$ cat src/hw/rtl/rrhc_pkg.sv
// Shared types, codes and byte positions for the radar record header checker.
package rrhc_pkg;

  localparam int HEADER_BYTES_DEF = 40;

  localparam int IN_TDATA_W  = 8;
  localparam int OUT_TDATA_W = 208;

  // Status codes of the verdict.
  localparam logic [3:0] ST_OK         = 4'd0;
  localparam logic [3:0] ST_UNCHECKED  = 4'd1;
  localparam logic [3:0] ST_HDR_KIND   = 4'd2;
  localparam logic [3:0] ST_TYPE2      = 4'd3;
  localparam logic [3:0] ST_TYPE1      = 4'd4;
  localparam logic [3:0] ST_REGION     = 4'd5;
  localparam logic [3:0] ST_NO_END     = 4'd6;
  localparam logic [3:0] ST_SHORT      = 4'd7;
  localparam logic [3:0] ST_NO_START   = 4'd8;
  localparam logic [3:0] ST_BAD_COUNT  = 4'd9;
  localparam logic [3:0] ST_BAD_SIZE   = 4'd10;
  localparam logic [3:0] ST_LAST_CODE  = ST_BAD_SIZE;

  // Code bytes.
  localparam logic [7:0] START_CODE  = 8'hFD;
  localparam logic [7:0] END_CODE    = 8'hFE;
  localparam logic [7:0] REGION_CODE = 8'h70;
  localparam logic [7:0] TYPE1_CODE  = 8'hC0;
  localparam logic [7:0] TYPE2_CODE_A = 8'h01;
  localparam logic [7:0] TYPE2_CODE_B = 8'h05;
  localparam logic [7:0] KIND_SHORT  = 8'h00;
  localparam logic [7:0] KIND_LONG   = 8'h01;

  localparam logic [6:0] OFFSET_KIND_SHORT = 7'd32;
  localparam logic [6:0] OFFSET_KIND_LONG  = 7'd64;

  // Length thresholds, in bytes.
  localparam int MIN_LEN   = 32;
  localparam int COUNT_LEN = 36;

  // Byte positions inside the header.
  localparam int B_START  = 0;
  localparam int B_REGION = 1;
  localparam int B_TYPE1  = 2;
  localparam int B_TYPE2  = 3;
  localparam int B_KIND   = 6;
  localparam int B_TIME   = 8;
  localparam int TIME_BYTES = 16;
  localparam int B_COUNT  = 34;
  localparam int B_SIZE   = 36;

  // Header bytes the verdict looks at.
  typedef struct packed {
    logic [7:0]   start;
    logic [7:0]   region;
    logic [7:0]   type1;
    logic [7:0]   type2;
    logic [7:0]   kind;
    logic [127:0] time_text;
    logic [7:0]   cnt_hi;
    logic [7:0]   cnt_lo;
    logic [7:0]   size_b3;
    logic [7:0]   size_b2;
    logic [7:0]   size_b1;
    logic [7:0]   size_b0;
  } rrhc_hdr_t;

  // Result beat, laid out so that status sits in the lowest bits of tdata.
  typedef struct packed {
    logic [4:0]  pad;
    logic [63:0] time_text_low;
    logic [63:0] time_text_high;
    logic [6:0]  first_block_offset;
    logic        total_size_present;
    logic [30:0] total_size;
    logic        block_count_present;
    logic [14:0] block_count;
    logic [15:0] data_type;
    logic [3:0]  status;
  } rrhc_result_t;

endpackage

$ cat src/hw/rtl/rrhc_judge.sv
// Verdict logic: checks the captured header bytes and forms one result beat.
module rrhc_judge #(
  parameter int HEADER_BYTES = rrhc_pkg::HEADER_BYTES_DEF
) (
  input  rrhc_pkg::rrhc_hdr_t    hdr_i,
  input  logic [32:0]            len_i,
  input  logic [HEADER_BYTES-1:0] end_flags_i,
  input  logic [7:0]             far_end_i,
  output rrhc_pkg::rrhc_result_t res_o
);
  import rrhc_pkg::*;

  localparam int IDX_W = $clog2(HEADER_BYTES);

  logic [30:0]      size;
  logic [30:0]      size_m1;
  logic [IDX_W-1:0] end_idx;
  logic [3:0]       warn;
  logic [6:0]       offset;
  logic             len_count;
  logic             len_header;
  logic             fatal;
  logic             end_ok;
  logic             unchecked;

  assign size       = {hdr_i.size_b3[6:0], hdr_i.size_b2, hdr_i.size_b1, hdr_i.size_b0};
  assign size_m1    = size - 31'd1;
  assign end_idx    = size_m1[IDX_W-1:0];
  assign len_count  = len_i >= 33'(COUNT_LEN);
  assign len_header = len_i >= 33'(HEADER_BYTES);

  // The most severe warning wins; codes rise with severity.
  always_comb begin
    offset = 7'd0;
    if (hdr_i.kind == KIND_SHORT) begin
      offset = OFFSET_KIND_SHORT;
    end else if (hdr_i.kind == KIND_LONG) begin
      offset = OFFSET_KIND_LONG;
    end
    priority if (hdr_i.region != REGION_CODE) begin
      warn = ST_REGION;
    end else if (hdr_i.type1 != TYPE1_CODE) begin
      warn = ST_TYPE1;
    end else if (hdr_i.type2 != TYPE2_CODE_A && hdr_i.type2 != TYPE2_CODE_B) begin
      warn = ST_TYPE2;
    end else if (hdr_i.kind != KIND_SHORT && hdr_i.kind != KIND_LONG) begin
      warn = ST_HDR_KIND;
    end else begin
      warn = ST_OK;
    end
  end

  always_comb begin
    res_o     = '0;
    fatal     = 1'b0;
    end_ok    = 1'b0;
    unchecked = 1'b0;
    priority if (hdr_i.start != START_CODE) begin
      res_o.status = ST_NO_START;
    end else if (len_i < 33'(MIN_LEN)) begin
      res_o.status = ST_SHORT;
    end else begin
      if (len_count) begin
        if (hdr_i.cnt_hi[7]) begin
          res_o.status = ST_BAD_COUNT;
          fatal        = 1'b1;
        end else begin
          res_o.block_count         = {hdr_i.cnt_hi[6:0], hdr_i.cnt_lo};
          res_o.block_count_present = 1'b1;
        end
      end
      if (!fatal && len_header) begin
        if (hdr_i.size_b3[7] || size == 31'd0) begin
          res_o.status = ST_BAD_SIZE;
          fatal        = 1'b1;
        end else begin
          res_o.total_size         = size;
          res_o.total_size_present = 1'b1;
        end
      end
      if (!fatal) begin
        if (len_header && len_i >= {2'b00, size}) begin
          // A short record ends inside the header; a long one at a byte
          // captured on the fly.
          if (size <= 31'(HEADER_BYTES)) begin
            end_ok = end_flags_i[end_idx];
          end else begin
            end_ok = far_end_i == END_CODE;
          end
          if (!end_ok) begin
            res_o.status = ST_NO_END;
            fatal        = 1'b1;
          end
        end else begin
          unchecked = 1'b1;
        end
      end
      if (!fatal) begin
        if (warn != ST_OK) begin
          res_o.status = warn;
        end else if (unchecked) begin
          res_o.status = ST_UNCHECKED;
        end else begin
          res_o.status = ST_OK;
        end
        res_o.data_type          = {hdr_i.type1, hdr_i.type2};
        res_o.first_block_offset = offset;
        res_o.time_text_high     = hdr_i.time_text[127:64];
        res_o.time_text_low      = hdr_i.time_text[63:0];
      end
    end
  end

endmodule

$ cat src/hw/rtl/radar_record_header_check.sv
// Top level of the radar record header checker: byte intake, header capture, result register.
//
// The slave side takes one record buffer as a stream of byte beats on in_tdata, with
// in_tlast high on the final byte of the buffer; the beat after it starts a new buffer.
// For every buffer, one result beat leaves on the master side when the final byte has
// been processed. Beats that are not the final byte of a buffer produce no result.
//
// A final byte accepted into the input register has its result beat loaded into the result
// register once that register is free. Throughput is one byte per cycle while no final
// byte waits for the result register; the byte position counter and the per-position
// compares set that figure, and every byte is handled in a single pass between the input
// register and the result register.
//
// When the receiver stalls, the result register holds its beat and the block keeps
// taking bytes that are not final; a final byte waits in the input register until
// the result register is free, and in_tready stays low while it waits.
//
// Reset (rst_n low, synchronous) empties both registers and rewinds the byte position
// to the start of a buffer. The captured header bytes need no reset: every byte read
// for a verdict has been written earlier in the same buffer.
module radar_record_header_check #(
  parameter int HEADER_BYTES = rrhc_pkg::HEADER_BYTES_DEF
) (
  input  logic                               clk,
  input  logic                               rst_n,
  input  logic                               in_tvalid,
  output logic                               in_tready,
  input  logic [rrhc_pkg::IN_TDATA_W-1:0]    in_tdata,   // [7:0] data_byte
  input  logic                               in_tlast,   // last_byte
  output logic                               out_tvalid,
  input  logic                               out_tready,
  // out_tdata, from bit 0 up: status[3:0], data_type[19:4], block_count[34:20],
  // block_count_present[35], total_size[66:36], total_size_present[67],
  // first_block_offset[74:68], time_text_high[138:75], time_text_low[202:139],
  // zero fill[207:203].
  output logic [rrhc_pkg::OUT_TDATA_W-1:0]   out_tdata
);
  import rrhc_pkg::*;

  // Input register.
  logic        s1_valid_r;
  logic [7:0]  s1_byte_r;
  logic        s1_last_r;

  // Per-buffer state.
  logic [31:0] pos_r;
  logic [31:0] pos_nxt;
  logic [7:0]  hdr_r [HEADER_BYTES];
  logic [7:0]  cand_r;
  logic        seen_r;

  // Result register.
  logic         out_valid_r;
  rrhc_result_t out_data_r;

  logic                    out_free;
  logic                    adv;
  logic [32:0]             len;
  logic [HEADER_BYTES-1:0] hit;
  logic [7:0]              view [HEADER_BYTES];
  logic [HEADER_BYTES-1:0] end_flags;
  logic [30:0]             size;
  logic                    cap_now;
  logic [7:0]              far_end;
  rrhc_hdr_t               hdr;
  rrhc_result_t            res;

  // A final byte moves on only when the result register can take its verdict.
  assign out_free  = !out_valid_r || out_tready;
  assign adv       = s1_valid_r && (!s1_last_r || out_free);
  assign in_tready = !s1_valid_r || adv;

  // Length of the buffer if the byte in the input register is its last one.
  assign len     = {1'b0, pos_r} + 33'd1;
  assign pos_nxt = len[32] ? pos_r : len[31:0];

  // The header as it stands with the current byte written in.
  always_comb begin
    for (int k = 0; k < HEADER_BYTES; k++) begin
      hit[k]       = pos_r == 32'(k);
      view[k]      = hit[k] ? s1_byte_r : hdr_r[k];
      end_flags[k] = view[k] == END_CODE;
    end
  end

  assign size = {view[B_SIZE][6:0], view[B_SIZE+1], view[B_SIZE+2], view[B_SIZE+3]};

  // Past the header, the byte at position size-1 is kept as the end code candidate.
  assign cap_now = (pos_r >= 32'(HEADER_BYTES)) && (len == {2'b00, size}) &&
                   !view[B_SIZE][7];
  assign far_end = cap_now ? s1_byte_r : (seen_r ? cand_r : 8'h00);

  always_comb begin
    hdr.start   = view[B_START];
    hdr.region  = view[B_REGION];
    hdr.type1   = view[B_TYPE1];
    hdr.type2   = view[B_TYPE2];
    hdr.kind    = view[B_KIND];
    for (int k = 0; k < TIME_BYTES; k++) begin
      hdr.time_text[127 - 8*k -: 8] = view[B_TIME + k];
    end
    hdr.cnt_hi  = view[B_COUNT];
    hdr.cnt_lo  = view[B_COUNT+1];
    hdr.size_b3 = view[B_SIZE];
    hdr.size_b2 = view[B_SIZE+1];
    hdr.size_b1 = view[B_SIZE+2];
    hdr.size_b0 = view[B_SIZE+3];
  end

  rrhc_judge #(
    .HEADER_BYTES (HEADER_BYTES)
  ) u_judge (
    .hdr_i       (hdr),
    .len_i       (len),
    .end_flags_i (end_flags),
    .far_end_i   (far_end),
    .res_o       (res)
  );

  always_ff @(posedge clk) begin
    if (!rst_n) begin
      s1_valid_r <= 1'b0;
    end else if (in_tready) begin
      s1_valid_r <= in_tvalid;
    end
  end

  always_ff @(posedge clk) begin
    if (in_tvalid && in_tready) begin
      s1_byte_r <= in_tdata;
      s1_last_r <= in_tlast;
    end
  end

  always_ff @(posedge clk) begin
    if (!rst_n) begin
      pos_r  <= '0;
      seen_r <= 1'b0;
    end else if (adv) begin
      if (s1_last_r) begin
        pos_r  <= '0;
        seen_r <= 1'b0;
      end else begin
        pos_r <= pos_nxt;
        if (cap_now) begin
          seen_r <= 1'b1;
        end
      end
    end
  end

  always_ff @(posedge clk) begin
    if (adv) begin
      if (cap_now) begin
        cand_r <= s1_byte_r;
      end
      for (int k = 0; k < HEADER_BYTES; k++) begin
        if (hit[k]) begin
          hdr_r[k] <= s1_byte_r;
        end
      end
    end
  end

  always_ff @(posedge clk) begin
    if (!rst_n) begin
      out_valid_r <= 1'b0;
    end else if (adv && s1_last_r) begin
      out_valid_r <= 1'b1;
    end else if (out_tready) begin
      out_valid_r <= 1'b0;
    end
  end

  always_ff @(posedge clk) begin
    if (adv && s1_last_r) begin
      out_data_r <= res;
    end
  end

  assign out_tvalid = out_valid_r;
  assign out_tdata  = out_data_r;

endmodule

$ cat config.mk
export PLATFORM = sky130hd
export DESIGN_NAME = radar_record_header_check
export DESIGN_NICKNAME = d
export VERILOG_FILES = /design/src/hw/rtl/rrhc_pkg.sv /design/src/hw/rtl/rrhc_judge.sv /design/src/hw/rtl/radar_record_header_check.sv
export SDC_FILE = /design/constraint.sdc
export NUM_CORES = 1
export LEC_CHECK = 0
export BUFFER_PORTS_ARGS = -buffer_cell sky130_fd_sc_hd__buf_2
export CORE_ASPECT_RATIO = 0.9
export CORE_MARGIN = 2
export CORE_UTILIZATION = 50
export CTS_CLUSTER_SIZE = 8
export DETAILED_ROUTE_END_ITERATION = 16
export MAX_ROUTING_LAYER = met4
export PLACE_DENSITY_LB_ADDON = 0.08
export SLEW_MARGIN = 20
export SYNTH_ARGS = -nofsm -noshare
export SYNTH_HDL_FRONTEND = slang
export SYNTH_SLANG_ARGS = --single-unit
export TNS_END_PERCENT = 50
$ cat constraint.sdc
create_clock -name clk -period 6.1 [get_ports clk]
set_input_delay 0.61 -clock clk [delete_from_list [all_inputs] [get_ports clk]]
set_output_delay 0.61 -clock clk [all_outputs]
set_load 0.02 [all_outputs]
==> results of run 1 <==
-- flip-flops by register name (all words and copies together), names as in the netlist, 8 cells and up --
register,count
hdr_r,320
cand_r,8
pos_r,32
out_tdata,198
s1_byte_r,8
-- report_power, final --
group | switching (W) | total [W] | internal (W)
Combinational | 0.000190 | 0.000237 | 0.0000467
Clock | 0.00155 | 0.00399 | 0.00244
Sequential | 0.0000288 | 0.00434 | 0.00431
-- logic make-up (layout without fill, tap and decap cells) --
family / Yosys count / after routing
other: 1 / 10
buffers and inverters: 142 / 401
adders and majority gates: 38 / 38
DFF: 570 / 570
and+or+nand+nor: 891 / 891
xor gates and xnor gates: 37 / 37
muxes: 67 / 67
AOI/OAI and AO/OA: 322 / 322
-- stage by stage --
stage	cells	total power, W	setup WS [ns]	utilization [%]
detailed placement	2914	0.00465	0.733	54.6
global placement	2914	0.00465	0.919	54.6
finish	3016	0.00857	0.607	59.0
CTS	3016	0.00864	0.700	59.0
floorplan	2077	0.00454	0.524	-
global route	3016	0.00883	0.402	59.0
-- layout by cell type (no fill, tap or decap), types with 10 or more instances in the layout --
cell type                   instances
sky130_fd_sc_hd__ha_1              38
sky130_fd_sc_hd__nand3_1           37
sky130_fd_sc_hd__edfxtp_1         535
sky130_fd_sc_hd__clkbuf_1          13
sky130_fd_sc_hd__xor2_1            14
sky130_fd_sc_hd__dfxtp_1           35
sky130_fd_sc_hd__nand2_1          367
sky130_fd_sc_hd__nor3_1            47
sky130_fd_sc_hd__a21o_1            12
sky130_fd_sc_hd__clkbuf_16         84
sky130_fd_sc_hd__mux2i_1           57
sky130_fd_sc_hd__conb_1            10
sky130_fd_sc_hd__nor2b_1           31
sky130_fd_sc_hd__or3_1             13
sky130_fd_sc_hd__and3_1            18
sky130_fd_sc_hd__nand4_1           60
sky130_fd_sc_hd__and4_1            12
sky130_fd_sc_hd__a211oi_1          10
sky130_fd_sc_hd__nand4b_1          39
sky130_fd_sc_hd__inv_1             15
sky130_fd_sc_hd__and2_1            23
sky130_fd_sc_hd__buf_4             65
sky130_fd_sc_hd__a22oi_1           22
sky130_fd_sc_hd__nor2_1           176
sky130_fd_sc_hd__xnor2_1           23
sky130_fd_sc_hd__o21ai_0           44
sky130_fd_sc_hd__a21oi_2          116
sky130_fd_sc_hd__nor4_1            19
sky130_fd_sc_hd__buf_2            212
sky130_fd_sc_hd__a21oi_1           59
-- metal layers --
layer	wire (um)	part of all wire, %	vias up	global-route usage (%)
li1	-	-	8153	-
met1	32400	46	8653	40.1
met2	31300	44	755	39.8
met3	5510	7.8	117	4.45
met4	1440	2.0	0	6.50
met5	0	0	-	-
-- worst paths after layout --
| path | start | endpoint | slack [ns] |
|---|---|---|---|
| worst max-delay path | pos_r[9]$_SDFFE_PN0P_ | out_tdata[9]$_SDFFCE_PP0P_ | 0.61 |
| worst min-delay path | in_tdata[5] | s1_byte_r[5]$_DFFE_PP_ | 0.18 |
| worst max register to register | pos_r[9]$_SDFFE_PN0P_ | out_tdata[9]$_SDFFCE_PP0P_ | 0.61 |
| worst min register to register | seen_r$_SDFFE_PN0P_ | seen_r$_SDFFE_PN0P_ | 0.51 |
-- final cells by class --
cell class	count	area, um2	area share [%]
Sequential cell	570	16800	56.1
Inverter	18	75.1	0.251
Tap cell	680	851	2.84
Clock buffer	97	2150	7.19
Clock inverter	5	78.8	0.264
Multi-Input combinational cell	1365	8360	27.9
Timing Repair Buffer	281	1630	5.45
-- Yosys cell counts (all sizes together) (31+ instances only) --
cell type / n / share of area, %
nor2: 180 / 2.7
ha: 38 / 1.8
dfxtp: 35 / 2.7
clkbuf: 83 / 1.2
nand2: 367 / 5.3
buf: 41 / 1.3
edfxtp: 535 / 62
nand3: 37 / 0.72
nor3: 53 / 1.2
nand4: 62 / 1.6
a21oi: 175 / 5.1
mux2i: 57 / 2.2
o21ai: 44 / 0.85
nor2b: 31 / 0.75
nand4b: 39 / 1.3
==> implementation parameters, run 1 <==
Parameter                              Value

Run status
  Result of the run    complete, no violations

Global routing
  Vias in the first global route    16800
  Total global routing overflow    0
  Number of antenna violations at the first check in global routing    1
  Overall Global Routing Usage    27.3%
  First-pass GRT wire length    105000 um
  Largest net degree at the start of global routing    131

STA
  Fmax    182 MHz
  Count of final hold-check violations    0
  Setup tns final    0 ns
  Unrepaired setup endpoints after global routing    false
  Relative max-transition margin    28.0%
  Hold Slack    0.180 ns
  Worst Tran Pin Value    1.07 ns
  Pins over their slew limit    0
  Share of the clock period used by the worst path    90.0%
  Worst clock skew on the final layout    0.0335 ns
  Shortest period the worst path allows    around 5.5 ns
  Finish-stage setup viols    0

Critical path
  Kind of critical path    reg2reg
  Launching element type of the critical path    register
  Top delay family on crit path    simple AND/OR/NAND/NOR gates
  Count of buffering cells on the critical path with inverters included    4
  CP endpoint kind    register
  WP data arrival    5.84 ns
  Path length in cells of the critical path    16
  Critical path cell sequence    nor4_4, nand4_4, nor3_4, mux2_4, inv_2, buf_4, ha_1, nor2_1, o21ai_0, a211o_1, a21boi_0, nor4b_2, o211ai_4, buf_12, buf_12, nor2_1
  FF-to-FF path depth    16
  Cell with the largest stage delay on the worst path    sky130_fd_sc_hd__nor3_4
  Data required time of the critical path    between 6 and 7 ns
  Highest net fanout along the worst path    60
  CP max stage delay    0.65 ns

Yosys
  Cell area after technology mapping    about 0.026 mm2
  Flop and latch count out of synthesis    570
  Main combinational cell family by area after synthesis    simple AND/OR/NAND/NOR gates
  Cell count after synthesis    2068
  Number of warnings printed during yosys synthesis    0
  Fraction of synthesized area in multiplexers    between 2 and 3%
  Number of flops mapped to enable cells by yosys    535
  Synthesized area divided by synthesized cell count    approximately 12 um2
  Simple-Gate Fraction of Synth Area    17.1%
  Primary flip-flop cell chosen by synthesis mapping    sky130_fd_sc_hd__edfxtp_1
  Async set-reset flop share out of synthesis    0%
  Share of the yosys chip area belonging to registers    65.1%
  Fraction of synthesized cell area in xor and xnor cells    approximately 1.3%
  Area fraction in compound gates after synthesis    under 10%
  Distinct cells, synth    between 80 and 90
  Post-synthesis share of cell area spent on full adders, half adders and majority gates    under 10%

Power
  P per Cell Area    ~290 mW/mm2
  Lkg Pwr    10.4 nW
  Worst supply voltage drop on vdd    0.246 mV

Floorplan
  Width of the chip    between 200 and 250 um
  Core area    0.0507 mm2
  Row cnt    78
  Starting Density    50.8%
  Top Ports    223
  Area of the die    roughly 0.053 mm2
  Die height    219 um

CTS
  Insertion delay to the later sink of the worst-skew pair    0.62 ns
  Clock Pin Slew Worst Setup and Hold Paths    ~0.05 ns
  Post-CTS resize count    0
  Maximum number of buffers from clock root to sink    3
  CTS root buf    sky130_fd_sc_hd__clkbuf_16
  Number of hold buffers added after cts    0
  Number of clock buffers inserted by TritonCTS    81
  Number of clock sinks seen by CTS    570
  # Post-CTS Setup Buffers    0
  TritonCTS clock tree    done
  Max H-tree Level    3

Finish
  Post-layout nets    2368
  Layout fillers    between 4000 and 5000
  Layout-stage area growth over the synthesis result    16.1%
  Share of post-route cells with drive strength above 1    22.8%
  Layout Cell Area excl Fill    around 0.03 mm2
  Antenna Cells    0

Placement
  Post-detailed-placement half-perimeter wirelength    approximately 48000 um
  Area post-placement    0.0277 mm2
  Placer's final routability congestion estimate    0.942
  Port buffer count    212

Route
  Total number of vias    around 18000
  Detailed-route wire length    70700 um
  Count of unresolved DRC violations after routing    0
  Initial DRT Pass Iterations    5
  Antenna Nets Post-Route    0
  Post-DR wirelength/cell    about 23 um
  Drt via density    a little under 6
  Violation count after the first detailed-route iteration    1955

Worst hold path
  Class of the most critical hold timing path    in2reg
  Worst hold stages    1

Run
  Reported max-cap violation count    0
Note: power is estimated with default switching activity, not from simulation.
==> run 2: changes to the inputs <==
Settings changed: ABC_AREA set to 1, CORE_UTILIZATION 50 to 60.
==> implementation parameters, run 2 <==
Parameter                              Value

Run status
  Result of the run    complete, no violations

Power
  Logic pwr share    roughly 2.3%
  Switching share of power    20.7%
  Sequential cell fraction of total power    50.5%
  P per Cell Area    280 mW/mm2
  Lkg Pwr    13.0 nW
  Psw    0.00176 W
  Part of the power in the clock network    47.1%
  Internal power    around 0.0068 W
  Worst supply voltage drop on vdd    0.328 mV

Global routing
  Routing usage on met2    50.2%
  M3 GR Usage    6.47%
  First-pass GRT wire length    ~110000 um
  Highest-utilization routing layer at the global route stage    met2
  Grt met1 use    48.2%
  Number of antenna violations at the first check in global routing    1
  Vias in the first global route    ~19000
  Overall Global Routing Usage    34.2%
  Largest net degree at the start of global routing    approximately 130
  Total global routing overflow    0

Yosys
  Async set-reset flop share out of synthesis    0%
  Primary flip-flop cell chosen by synthesis mapping    sky130_fd_sc_hd__edfxtp_1
  Flop and latch count out of synthesis    570
  Commonest cells post-synth    sky130_fd_sc_hd__nand2_1, sky130_fd_sc_hd__edfxtp_1, sky130_fd_sc_hd__nor2_1
  Synthesized area divided by synthesized cell count    a little under 10 um2
  Cell count after synthesis    2671
  Number of warnings printed during yosys synthesis    0
  Most instantiated library cell after synthesis    sky130_fd_sc_hd__nand2_1
  Area contributors post-synth    sky130_fd_sc_hd__edfxtp_1, sky130_fd_sc_hd__nand2_1, sky130_fd_sc_hd__nor2_1
  Distinct cells, synth    46
  Yosys top cell area share    60.9%
  Cell area after technology mapping    0.0264 mm2
  Number of flops mapped to enable cells by yosys    535
  Library cell with the largest summed area after synthesis    sky130_fd_sc_hd__edfxtp_1
  Share of the yosys chip area belonging to registers    63.5%

STA
  Pins over their slew limit    0
  Share of the clock period used by the worst path    86.1%
  Worst clock skew on the final layout    between 0.02 and 0.03 ns
  Relative max-transition margin    27.3%
  Setup tns final    0 ns
  Shortest period the worst path allows    roughly 5.3 ns
  Finish-stage setup viols    0
  Count of final hold-check violations    0
  Unrepaired setup endpoints after global routing    false
  Fmax    roughly 190 MHz
  Hold Slack    0.166 ns
  Worst Tran Pin Value    1.08 ns

Finish
  Most common cell after layout, fill and taps aside    sky130_fd_sc_hd__nand2_1
  Layout Cell Area excl Fill    0.0304 mm2
  Commonest non-fill, non-tap cells in the layout    sky130_fd_sc_hd__nand2_1, sky130_fd_sc_hd__edfxtp_1, sky130_fd_sc_hd__nor2_1, sky130_fd_sc_hd__inv_1, sky130_fd_sc_hd__buf_2
  Share of post-route cells with drive strength above 1    15.0%
  Layout fillers    3225
  Biggest register    hdr_r
  Layout-stage area growth over the synthesis result    15.3%
  Post-layout nets    about 3000
  Largest register FFs    320

Route
  Post-DR wirelength/cell    21.3 um
  Drt via density    ~5.7
  Initial DRT Pass Iterations    6
  Count of unresolved DRC violations after routing    0
  Violation count after the first detailed-route iteration    2476
  Detailed-route wire length    74600 um
  Total number of vias    a little over 20000
  Antenna Nets Post-Route    0

CTS
  Max H-tree Level    3
  Number of clock buffers inserted by TritonCTS    81
  # Post-CTS Setup Buffers    0
  Post-CTS resize count    0
  Insertion delay to the later sink of the worst-skew pair    approximately 0.64 ns
  Number of clock sinks seen by CTS    between 500 and 600
  CTS root buf    sky130_fd_sc_hd__clkbuf_16
  Maximum number of buffers from clock root to sink    3
  Number of hold buffers added after cts    0
  TritonCTS clock tree    done
  Clock Pin Slew Worst Setup and Hold Paths    0.05 ns

Critical path
  WP data arrival    5.61 ns
  Critical path cell sequence    nor2_1, nand2_1, inv_2, nand2_2, nor2_1, nand2_4, buf_4, nor2_4, o21ai_0, ha_1, nand2_1, nor4_1, inv_1, nor4_1, nand4_1, nand3_1, o21ai_0, a21oi_1, nand2_2, nand3_4, buf_12, nor2_1
  Launching element type of the critical path    register
  FF-to-FF path depth    22
  CP endpoint kind    register
  Kind of critical path    reg2reg
  Data required time of the critical path    6.46 ns
  Most used cell along the critical path    sky130_fd_sc_hd__nor2_1
  Cell with the largest stage delay on the worst path    sky130_fd_sc_hd__nand2_2
  Highest net fanout along the worst path    58
  CP max stage delay    between 0.5 and 0.6 ns

Floorplan
  Core area    0.0432 mm2
  Die height    203 um
  Area of the die    0.0457 mm2
  Starting Density    61.2%
  Row cnt    72
  Top Ports    roughly 220
  Width of the chip    225 um

Placement
  Post-detailed-placement half-perimeter wirelength    just under 50000 um
  Area post-placement    0.0281 mm2
  Placer's final routability congestion estimate    0.970
  Port buffer count    212

Run
  Reported max-cap violation count    0

Worst hold path
  Worst hold stages    1
  Class of the most critical hold timing path    in2reg
==> run 2: worst paths after layout <==
path                                       end  slack, ns                   start
setup / recovery  out_tdata[101]$_SDFFCE_PP0P_       0.85  pos_r[14]$_SDFFE_PN0P_
hold / removal          s1_byte_r[5]$_DFFE_PP_       0.17             in_tdata[5]
setup reg to reg  out_tdata[101]$_SDFFCE_PP0P_       0.85  pos_r[14]$_SDFFE_PN0P_
hold reg to reg         pos_r[31]$_SDFFE_PN0P_       0.51  pos_r[31]$_SDFFE_PN0P_
==> run 2: kinds of logic (layout without fill, tap and decap cells) <==
logic type,Yosys count,in the layout,synth area share [%]
compound gates,288,288,5.91
simple gates,1299,1299,20.8
flops,570,570,63.5
other cells,1,11,0.0142
fa+ha+maj,38,38,1.80
buf+inv,451,724,7.13
xor+xnor,24,24,0.796
==> run 2: cell type report <==
cell class	count	area (um2)	share of cell area, %
clock inverters	6	81.3	0.267
inverters	339	1280	4.22
flip-flops and latches	570	16800	55.1
multi-input cells	1659	7880	25.9
well taps	555	694	2.28
clock buffers	103	2150	7.07
repair buffers	276	1570	5.15
diodes	1	2.50	0.00823
==> run 2: through the flow <==
| stage | setup slack [ns] | power, W | util (%) | std cells |
|---|---|---|---|---|
| 6_report | 0.846 | 0.00852 | 70.5 | 3509 |
| 4_1_cts | 0.968 | 0.00855 | 70.3 | 3508 |
| 3_3_place_gp | 1.07 | 0.00457 | 65.1 | 3399 |
| 2_1_floorplan | 0.211 | 0.00448 | - | 2680 |
| 5_1_grt | 0.489 | 0.00873 | 70.5 | 3509 |
| 3_5_place_dp | 1.02 | 0.00457 | 65.1 | 3399 |
==> run 2: worst max-delay path: cells and delay by family (launching register included) <==
| kind | cells | cell delay, ns |
|---|---|---|
| compound gates | 3 | 0.96 |
| fa+ha+maj | 1 | 0.23 |
| buf+inv | 4 | 0.63 |
| flops | 1 | 0.44 |
| simple gates | 14 | 2.64 |
==> run 2: layer usage <==
layer | wire [um] | share of wire (%)
met1 | 31000 | 42
met4 | 2440 | 3.3
met5 | 0 | 0
met2 | 33400 | 45
met3 | 7770 | 10
==> run 2: power by group through the flow <==
stage	registers [W]	logic, W	clock network [W]
finish	0.00430	0.000200	0.00401
CTS	0.00430	0.000195	0.00405
global route	0.00430	0.000209	0.00422
floorplan	0.00441	0.0000754	0
detailed placement	0.00437	0.000194	0
global placement	0.00437	0.000192	0
